[config.mk]
export PLATFORM = sky130hd
export DESIGN_NAME = tes_queue
export DESIGN_NICKNAME = d
export VERILOG_FILES = /design/src/design/tes_queue.sv
export SDC_FILE = /design/constraint.sdc
export NUM_CORES = 1
export LEC_CHECK = 0
export BUFFER_PORTS_ARGS = -buffer_cell sky130_fd_sc_hd__buf_2
export CORE_MARGIN = 10
export CORE_UTILIZATION = 52
export CTS_BUF_LIST = sky130_fd_sc_hd__clkbuf_4 sky130_fd_sc_hd__clkbuf_8
export DETAILED_ROUTE_END_ITERATION = 6
export HOLD_SLACK_MARGIN = 0.03
export PLACE_DENSITY = 0.79
export SYNTH_ARGS = -nofsm -noshare
export SYNTH_HDL_FRONTEND = slang
export SYNTH_SLANG_ARGS = --single-unit
export TNS_END_PERCENT = 50
[constraint.sdc]
create_clock -name clk -period 1.65 [get_ports clk]
set_clock_uncertainty 0.15 [all_clocks]
set_input_delay 0.165 -clock clk [delete_from_list [all_inputs] [get_ports clk]]
set_output_delay 0.165 -clock clk [all_outputs]
set_load 0.005 [all_outputs]
[src/design/tes_queue.sv]
// Two-entry queue between front and back ends.
`default_nettype none
module tes_queue #(
	parameter int W = 8
) (
	input  wire logic         clk,
	input  wire logic         arst_n,
	input  wire logic         wr_valid,
	output logic              wr_ready,
	input  wire logic [W-1:0] wr_data,
	output logic              rd_valid,
	input  wire logic         rd_pop,
	output logic [W-1:0]      rd_data
);
	logic [W-1:0] mem_q [2];
	logic wp_q, rp_q;
	logic [1:0] cnt_q;
	logic push, pop;

	assign wr_ready = (cnt_q != 2'd2);
	assign rd_valid = (cnt_q != 2'd0);
	assign push     = wr_valid && wr_ready;
	assign pop      = rd_pop && rd_valid;
	assign rd_data  = mem_q[rp_q];

	always_ff @(posedge clk or negedge arst_n) begin
		if (!arst_n) begin
			wp_q  <= 1'b0;
			rp_q  <= 1'b0;
			cnt_q <= 2'd0;
		end else begin
			if (push) wp_q <= !wp_q;
			if (pop) rp_q <= !rp_q;
			cnt_q <= cnt_q + 2'(push) - 2'(pop);
		end
	end

	always_ff @(posedge clk) begin
		if (push) mem_q[wp_q] <= wr_data;
	end
endmodule
`default_nettype wire

==> metrics.yaml <==
outcome: "finished, final reports clean"
cts_buffers: 3
drt_iter0_drc: 12
syn_area_um2: 810
antenna_found_initial: 0
cts_tree: "done"
synth-warning-count: 0
p_sw_frac: 0.301
critPathRequiredTime_ps: 1330
clk_pin_slew_ps: 100
vias_per_cell: 5.17
coreArea_um2: 1490
cp-start-kind: "flop"
rows: 14
wirelength_um: 1580
min_period_ps: 1610
worst_pin_slew_ps: 364
p_per_area_nw_per_um2: 1480
synthXorXnorAreaFrac: 0.0325
synth_top_family_by_area: "multiplexers"
die_x_um: 59.5
overflow: 0
h-tree-depth: 1
vdd_ir_drop_max_v: 0.000870
final-setup-viol-count: 0
drc: 0
synth_cell_types: 17
finalHoldViolCount: 0
clock-sinks: 20
p_leak_nw: 0.431
cts_setup_buffers: 0
min_path_type: "in -> async"
combPwrFrac: 0.339
finalCritPeriodShare: 0.977
portBuffers: 21
syn_nets: 60
n_antenna_cell: 0
path_class: "reg -> out"
fin_ws_ps: 38.2
cts_max_path_buffers: 2
die_h_um: 59.5
cp_max_fo: 9
power_switching_mw: 0.478
maxCapViolations: 0
syn_avg_cell_area_um2: 17.2
grt_max_degree: 12
root_buffer: "clkbuf_4"
hold_slack_ps: 43.0
worstPathArrival_ps: 1300
fmax_ghz: 0.620
detail-route-antenna-nets: 0
wl_per_cell_um: 15.9
clkLatencyLatePin_ps: 290
tns_ps: 0
dieArea_um2: 3530
grt_pass1_vias: 575
yosys.area_share.adder: 0.0155
crit_path_end_kind: "primary output"
ys_seq_elements: 20
synthMuxAreaShare: 0.111
clock_power_share: 0.143
yosys.area_share.simple: 0.0804
area_growth_pct: 32.5
sequentialPowerShare: 0.518
place_hpwl_um: 1150
syn_inst: 47
start_util: 0.544
power_mw: 1.59
rsz0062_at_grt: "true"
synth_compound_area_frac: 0.0371
track_usage: 0.0981
dp_slack_ps: 187
yosysSeqAreaShare: 0.717
io_pins: 22
routabilityCongestion: 0.716
relSlewSlack: 0.758
fin_nets: 97
drt_pass1_iterations: 4
grt_pass1_wl_um: 2610
intPower_mw: 1.11
drive_gt1_frac: 0.446
drv_slew: 0
vias: 512
## path summary, 6_finish.rpt
kind | to | startpoint | cells after the start | slack (ps)
min | cnt_q[1] | arst_n | 2 | 40
min reg2reg | wp_q | wp_q | 1 | 380
max | rd_data[7] | rp_q | 2 | 40
min in group clk | wp_q | wr_valid | 3 | 90
max reg2reg | cnt_q[1] | cnt_q[1] | 5 | 150
max in group asynchronous | rp_q | arst_n | 2 | 1180
## flip-flops by register name (all words and copies together) (netlist names)
name   flops
wp_q       1
mem_q     16
rp_q       1
cnt_q      2
## area by class of cell
type	count	area, um^2
clock inverters	1	3.75
well taps	16	20.0
repair buffers	33	220
clock buffers	3	22.5
multi-input cells	26	224
fillers	102	417
flip-flops and latches	20	582
## synth_stat cells, drive strengths merged
library cell	n	share of area
nor2	3	0.014
o21ai	1	0.0062
nand2	2	0.0093
mux2	8	0.11
ha	1	0.015
o21ba	1	0.012
xnor2	3	0.032
buf	1	0.0062
a311oi	1	0.019
nand3	1	0.0062
dfrtp	4	0.12
nand2b	1	0.0077
nor2b	1	0.0077
or2	1	0.0077
edfxtp	16	0.59
and3	1	0.0077
nor4bb	1	0.020
## power groups by stage
stage	logic, mW	registers, mW	clock network [mW]
floorplan	0.366	0.768	0
global placement	0.513	0.823	0
global route	0.599	0.842	0.257
CTS	0.556	0.824	0.234
detailed placement	0.531	0.830	0
finish	0.539	0.824	0.228
## timing repair
action,4_1_cts,5_1_grt
resized for setup,1,0
hold buffers,10,0
endpoints found under the setup margin,8,8
hold endpoints to repair,21,0
cloned,0,0
## cell usage in the layout (no fill, tap or decap), types with 2 or more instances in the layout
| cell | netlist | routed |
|---|---|---|
| buf_2 | 1 | 21 |
| buf_4 | 0 | 2 |
| clkbuf_4 | 0 | 3 |
| dfrtp_1 | 4 | 3 |
| dlygate4sd3_1 | 0 | 10 |
| edfxtp_1 | 16 | 16 |
| mux2_2 | 8 | 8 |
| nand2_1 | 2 | 2 |
| nor2_1 | 3 | 3 |
| xnor2_1 | 3 | 3 |
## layer usage
layer  routed length, um  up-vias  track usage
met5                   0        -            0
met4                  29        0       0.0590
met3                 136        4       0.0408
met2                 815       17        0.165
met1                 597      243       0.0980
li1                    -      248            -
## kinds of logic (layout without fill, tap and decap cells)
| group | Yosys count | in the layout |
|---|---|---|
| AOI/OAI and AO/OA | 3 | 3 |
| xor gates and xnor gates | 3 | 3 |
| adders and majority gates | 1 | 1 |
| buffers and inverters | 1 | 37 |
| DFF | 20 | 20 |
| muxes | 8 | 8 |
| and+or+nand+nor | 11 | 11 |
## critical path: stages, from the launching register on
cell	delay, ps
dfrtp_2	510
mux2_2	360
buf_2	130
## metrics by stage
stage,instances,utilization,instance area (um^2)
floorplan,47,-,810
global placement,85,0.634,945
detailed placement,85,0.634,945
CTS,99,0.720,1070
global route,99,0.720,1070
finish,99,0.720,1070
Note: power is estimated with default switching activity, not from simulation.
