**src/design/tes_front.sv**
```systemverilog
// Front end: accept a triangle, form edge differences and twice the area.
`default_nettype none
module tes_front #(
	parameter int IDW = 20,
	parameter int CW  = 16
) (
	input  wire logic            clk,
	input  wire logic            arst_n,
	input  wire logic            in_valid,
	output logic                 in_ready,
	input  wire logic [((3*IDW+6*CW+7)/8)*8-1:0] in_data,
	output logic                 q_valid,
	input  wire logic            q_ready,
	output logic [3*IDW+6*(CW+1)+2*(CW+1)+2-1:0] q_data
);
	localparam int DW   = CW + 1;
	localparam int PW   = 2 * DW;
	localparam int HW   = PW + 1;
	localparam int EW   = 3*IDW + 6*DW + HW + 1;

	logic signed [DW-1:0] x [3];
	logic signed [DW-1:0] y [3];
	logic v_s1, v_s2, adv;
	logic [IDW-1:0] id_s1 [3];
	logic [IDW-1:0] id_s2 [3];
	logic signed [DW-1:0] b_s1 [3];
	logic signed [DW-1:0] c_s1 [3];
	logic signed [DW-1:0] b_s2 [3];
	logic signed [DW-1:0] c_s2 [3];
	logic signed [DW-1:0] dx1_s1, dy2_s1, dx2_s1, dy1_s1;
	logic signed [PW-1:0] p1_s2, p2_s2;
	logic signed [HW-1:0] det;
	logic [HW-1:0] half;

	always_comb begin
		for (int i = 0; i < 3; i++) begin
			x[i] = DW'($signed(in_data[3*IDW + 2*i*CW +: CW]));
			y[i] = DW'($signed(in_data[3*IDW + 2*i*CW + CW +: CW]));
		end
	end

	assign adv      = !v_s2 || q_ready;
	assign in_ready = adv;

	always_ff @(posedge clk or negedge arst_n) begin
		if (!arst_n) begin
			v_s1 <= 1'b0;
			v_s2 <= 1'b0;
		end else if (adv) begin
			v_s1 <= in_valid;
			v_s2 <= v_s1;
		end
	end

	always_ff @(posedge clk) begin
		if (adv) begin
			for (int i = 0; i < 3; i++) begin
				id_s1[i] <= in_data[i*IDW +: IDW];
				id_s2[i] <= id_s1[i];
				b_s2[i]  <= b_s1[i];
				c_s2[i]  <= c_s1[i];
			end
			b_s1[0] <= y[1] - y[2];
			b_s1[1] <= y[2] - y[0];
			b_s1[2] <= y[0] - y[1];
			c_s1[0] <= x[2] - x[1];
			c_s1[1] <= x[0] - x[2];
			c_s1[2] <= x[1] - x[0];
			dx1_s1  <= x[1] - x[0];
			dy2_s1  <= y[2] - y[0];
			dx2_s1  <= x[2] - x[0];
			dy1_s1  <= y[1] - y[0];
			p1_s2   <= PW'(dx1_s1 * dy2_s1);
			p2_s2   <= PW'(dx2_s1 * dy1_s1);
		end
	end

	assign det  = HW'(p1_s2) - HW'(p2_s2);
	assign half = det[HW-1] ? HW'(-det) : HW'(det);

	assign q_valid = v_s2;
	assign q_data  = EW'({(det == '0), half, c_s2[2], c_s2[1], c_s2[0],
		b_s2[2], b_s2[1], b_s2[0], id_s2[2], id_s2[1], id_s2[0]});
endmodule
`default_nettype wire

```
**config.mk**
```make
export PLATFORM = sky130hd
export DESIGN_NAME = tes_front
export DESIGN_NICKNAME = d
export VERILOG_FILES = /design/src/design/tes_front.sv
export SDC_FILE = /design/constraint.sdc
export NUM_CORES = 2
export LEC_CHECK = 0
export ABC_CLOCK_PERIOD_IN_PS = 27200
export BUFFER_PORTS_ARGS = -buffer_cell sky130_fd_sc_hd__buf_2
export CAP_MARGIN = 0
export CELL_PAD_IN_SITES_DETAIL_PLACEMENT = 0
export CELL_PAD_IN_SITES_GLOBAL_PLACEMENT = 1
export CORE_MARGIN = 1.5
export CORE_UTILIZATION = 36
export DETAILED_ROUTE_END_ITERATION = 8
export PLACE_DENSITY_LB_ADDON = 0.1
export SLEW_MARGIN = 40
export SYNTH_ARGS = -nofsm -noshare
export SYNTH_HDL_FRONTEND = slang
export SYNTH_SLANG_ARGS = --single-unit
```
**constraint.sdc**
```tcl
create_clock -name clk -period 27.2 [get_ports clk]
set_clock_uncertainty 0.05 [all_clocks]
set_input_delay 2.72 -clock clk [delete_from_list [all_inputs] [get_ports clk]]
set_output_delay 2.72 -clock clk [all_outputs]
set_load 0.05 [all_outputs]
```
==> impl_results.md <==
- H-tree lvl count: 2
- Initial antenna violation count: 33
- Worst r2r src: dy2_s1[5]
- Main area contributors after synthesis: edfxtp_1, fa_1, ha_1, inv_1, and2_1
- Final Hold Slack: between 0.3 and 0.4 ns
- Post-synth EDFFs: approximately 420
- Share of cells above drive strength 1: between 10% and 20%
- Fin Setup TNS: 0 ns
- Post-cts hold buffer count: 0
- Setup CP Type: register to primary output
- Count leader, synth: inv_1
- Root buffer cell: clkbuf_16
- Cells after Synth: a little over 4,000
- Worst Path Required: around 24 ns
- RSZ-0062 raised after global routing: false
- Total wire length: about 110 mm
- Measured slew at the worst slew-check pin: between 0.8 and 0.9 ns
- DR iter-0 viols: between 1,000 and 1,500
- Routed len/inst: 19.1 µm
- Async set or reset register ratio after synthesis: less than 1%
- Hold endpoint: b_s2[0][3]
- Hold path start: b_s1[0][3]
- Num CTS Buffers: 52
- Syn Area/Cell: ~11 µm²
- CTS sink cnt: between 400 and 500
- Final Hold Violating Endpoints: 0
- GR Overflow Total: 0
- First-pass GRT wire length: ~180 mm
- Hold path depth: 0
- Cell mode on critical path: a21oi_1
- Synth top area share: between 20% and 30%
- Terminus of the critical flop-to-flop path: p1_s2[33]
- Die area: 121,000 µm²
- Core area: about 120,000 µm²
- GP Congestion: ~0.84
- Die W: between 300 and 400 µm
- Hold WC Path Type: register to register
- Synthesized flop and latch total: roughly 430
- Outcome: completed
- DRC: 0
- Maxcap violations: 0
- Gr usage total: approximately a fifth
- Vias in the first global route: 30,200
- Ys Warns: 0
- Chip Height: 348 µm
- Crit-path slowest cell: or4b_1
- Vias: approximately 29,000
- Clk_lat worst skew: 0.67 ns
- Final instance area: a little under 50,000 µm²
- Cell taking the most area after synthesis: edfxtp_1
- Crit end category: primary output
- Final Max Tran Viols: 0
- Starting Density: 36.3%
- I/O Pins: roughly 360
- Dpl cells: around 6,000
- Fmax: roughly 120 MHz
- FILL cells: between 10,000 and 15,000
- Critical Path AT: roughly 5.3 ns
- Synth top cells by count: inv_1, fa_1, edfxtp_1
- CTS tree: built
- P&R area growth vs syn: 13.0%
- Post-CTS setup buffer count: 0
- Post-cts resize count: 0
- Register-to-register setup slack: 19.39 ns
- TritonRoute pass-1 iters: 5
- Final Critical Period: around 8.0 ns
- Max-slew headroom: between 40% and 50%
- Largest net degree at the start of global routing: just over 70
- Port Buffer Count: around 360
- Distinct cell type count after synthesis: a little under 80
- Clock slew at reported path FFs: ~0.07 ns
- Crit-path cells: ha_1 -> inv_1 -> fa_1 -> a21oi_1 -> o21ai_0 -> a21oi_1 -> xor2_1 -> nand4_1 -> nor4b_2 -> nand2_1 -> nor3_4 -> or4b_1 -> nor2b_1 -> xnor2_1 -> buf_2
- Max stage delay on crit path: roughly 0.49 ns
- Synthesized area: around 43,000 µm²
- Tcrit/Tclk final: approximately 30%
- Startpoint types: register
- Non-filler instance count after layout: 5,987
- Max FO, Critical Path: 7
- Worst Reg-to-Reg Cells: 22
- Final setup fails: 0
- Placed inst area: roughly 46,000 µm²
- Vias/cell: around 4.8
- Syn nets: slightly above 5,000
- Post-synthesis sequential area ratio: between 20 and 30%
- Ys flop type: edfxtp_1
- ANT nets after route: 0
- Clock Path Buffers: 3
- Final net count: between 5,000 and 6,000
- FP Rows: 126
- DP Wirelength: ~93 mm
==> critical path, delay by kind of cell, from the launching register on <==
kind | cells | cell delay [ns]
and+or+nand+nor | 6 | 1.98
adders and majority gates | 2 | 0.60
DFF | 1 | 0.39
buffers and inverters | 2 | 0.39
AOI/OAI and AO/OA | 3 | 0.60
xor gates and xnor gates | 2 | 0.67
==> placed cells by master, fill, tap and decap left out, drive strengths merged, types with 33 or more instances in the layout <==
master and instances:
xnor2 155, and2 297, nand3 34, nand2 345
ha 333, clkbuf 61, a21o 61, edfxtp 424
fa 601, a21oi 145, o21ai 104, inv 821
a21boi 33, nor2 194, buf 414, nor3 41
xor2 45, nor2b 39
==> state kept, by name, indices dropped and copies added (netlist names), 17 cells and up <==
signal	cells
p1_s2	34
b_s1	34
c_s1	34
b_s2	51
c_s2	51
p2_s2	34
dy1_s1	17
id_s2	60
id_s1	60
dx1_s1	17
==> routing by layer <==
layer  GRT usage (%)  vias up  share of wire (%)
li1                -    13600                  -
met4            5.23       40                2.8
met5               0        -               0.21
met2            31.0      590                 46
met1            26.4    14400                 46
met3            4.31      149                5.8
==> worst max-delay path by stage <==
stage          startpoint           to  slack, ns  cells after the start
3_5_place_dp    dy2_s1[3]    p1_s2[33]      19.43                     22
4_1_cts          p2_s2[0]  q_data[188]      19.08                     15
5_1_grt          p2_s2[0]  q_data[188]      18.76                     15
6_report         p2_s2[0]  q_data[188]      19.17                     15
2_1_floorplan     q_ready     in_ready      11.21                      1
3_3_place_gp    dy2_s1[2]    p1_s2[33]      19.28                     22
==> cell families after synthesis <==
logic type	count (synthesis)	synth area share (%)
xor+xnor	200	4.10
simple gates	1043	12.1
fa+ha+maj	934	37.9
flops	426	29.9
buf+inv	926	8.15
compound gates	508	7.67
mux	7	0.173
==> final cells by class <==
type	count	area, µm²	share of cell area [%]
Inverter	819	3070	6.36
Antenna cell	5	12.5	0.0259
Sequential cell	426	12800	26.4
Tap cell	1536	1920	3.98
Clock inverter	34	413	0.854
Multi-Input combinational cell	2692	26500	54.8
Clock buffer	61	1360	2.80
Timing Repair Buffer	414	2270	4.71
==> metrics by stage <==
stage               setup slack, ns  util [%]
floorplan                     11.21         -
global placement              19.28      39.3
detailed placement            19.43      39.4
CTS                           19.08      40.9
global route                  18.76      41.0
finish                        19.17      41.0
Power is left out: the tool's default activity adds up to more than one toggle a clock period on the data nets, which glitch-free logic cannot reach.
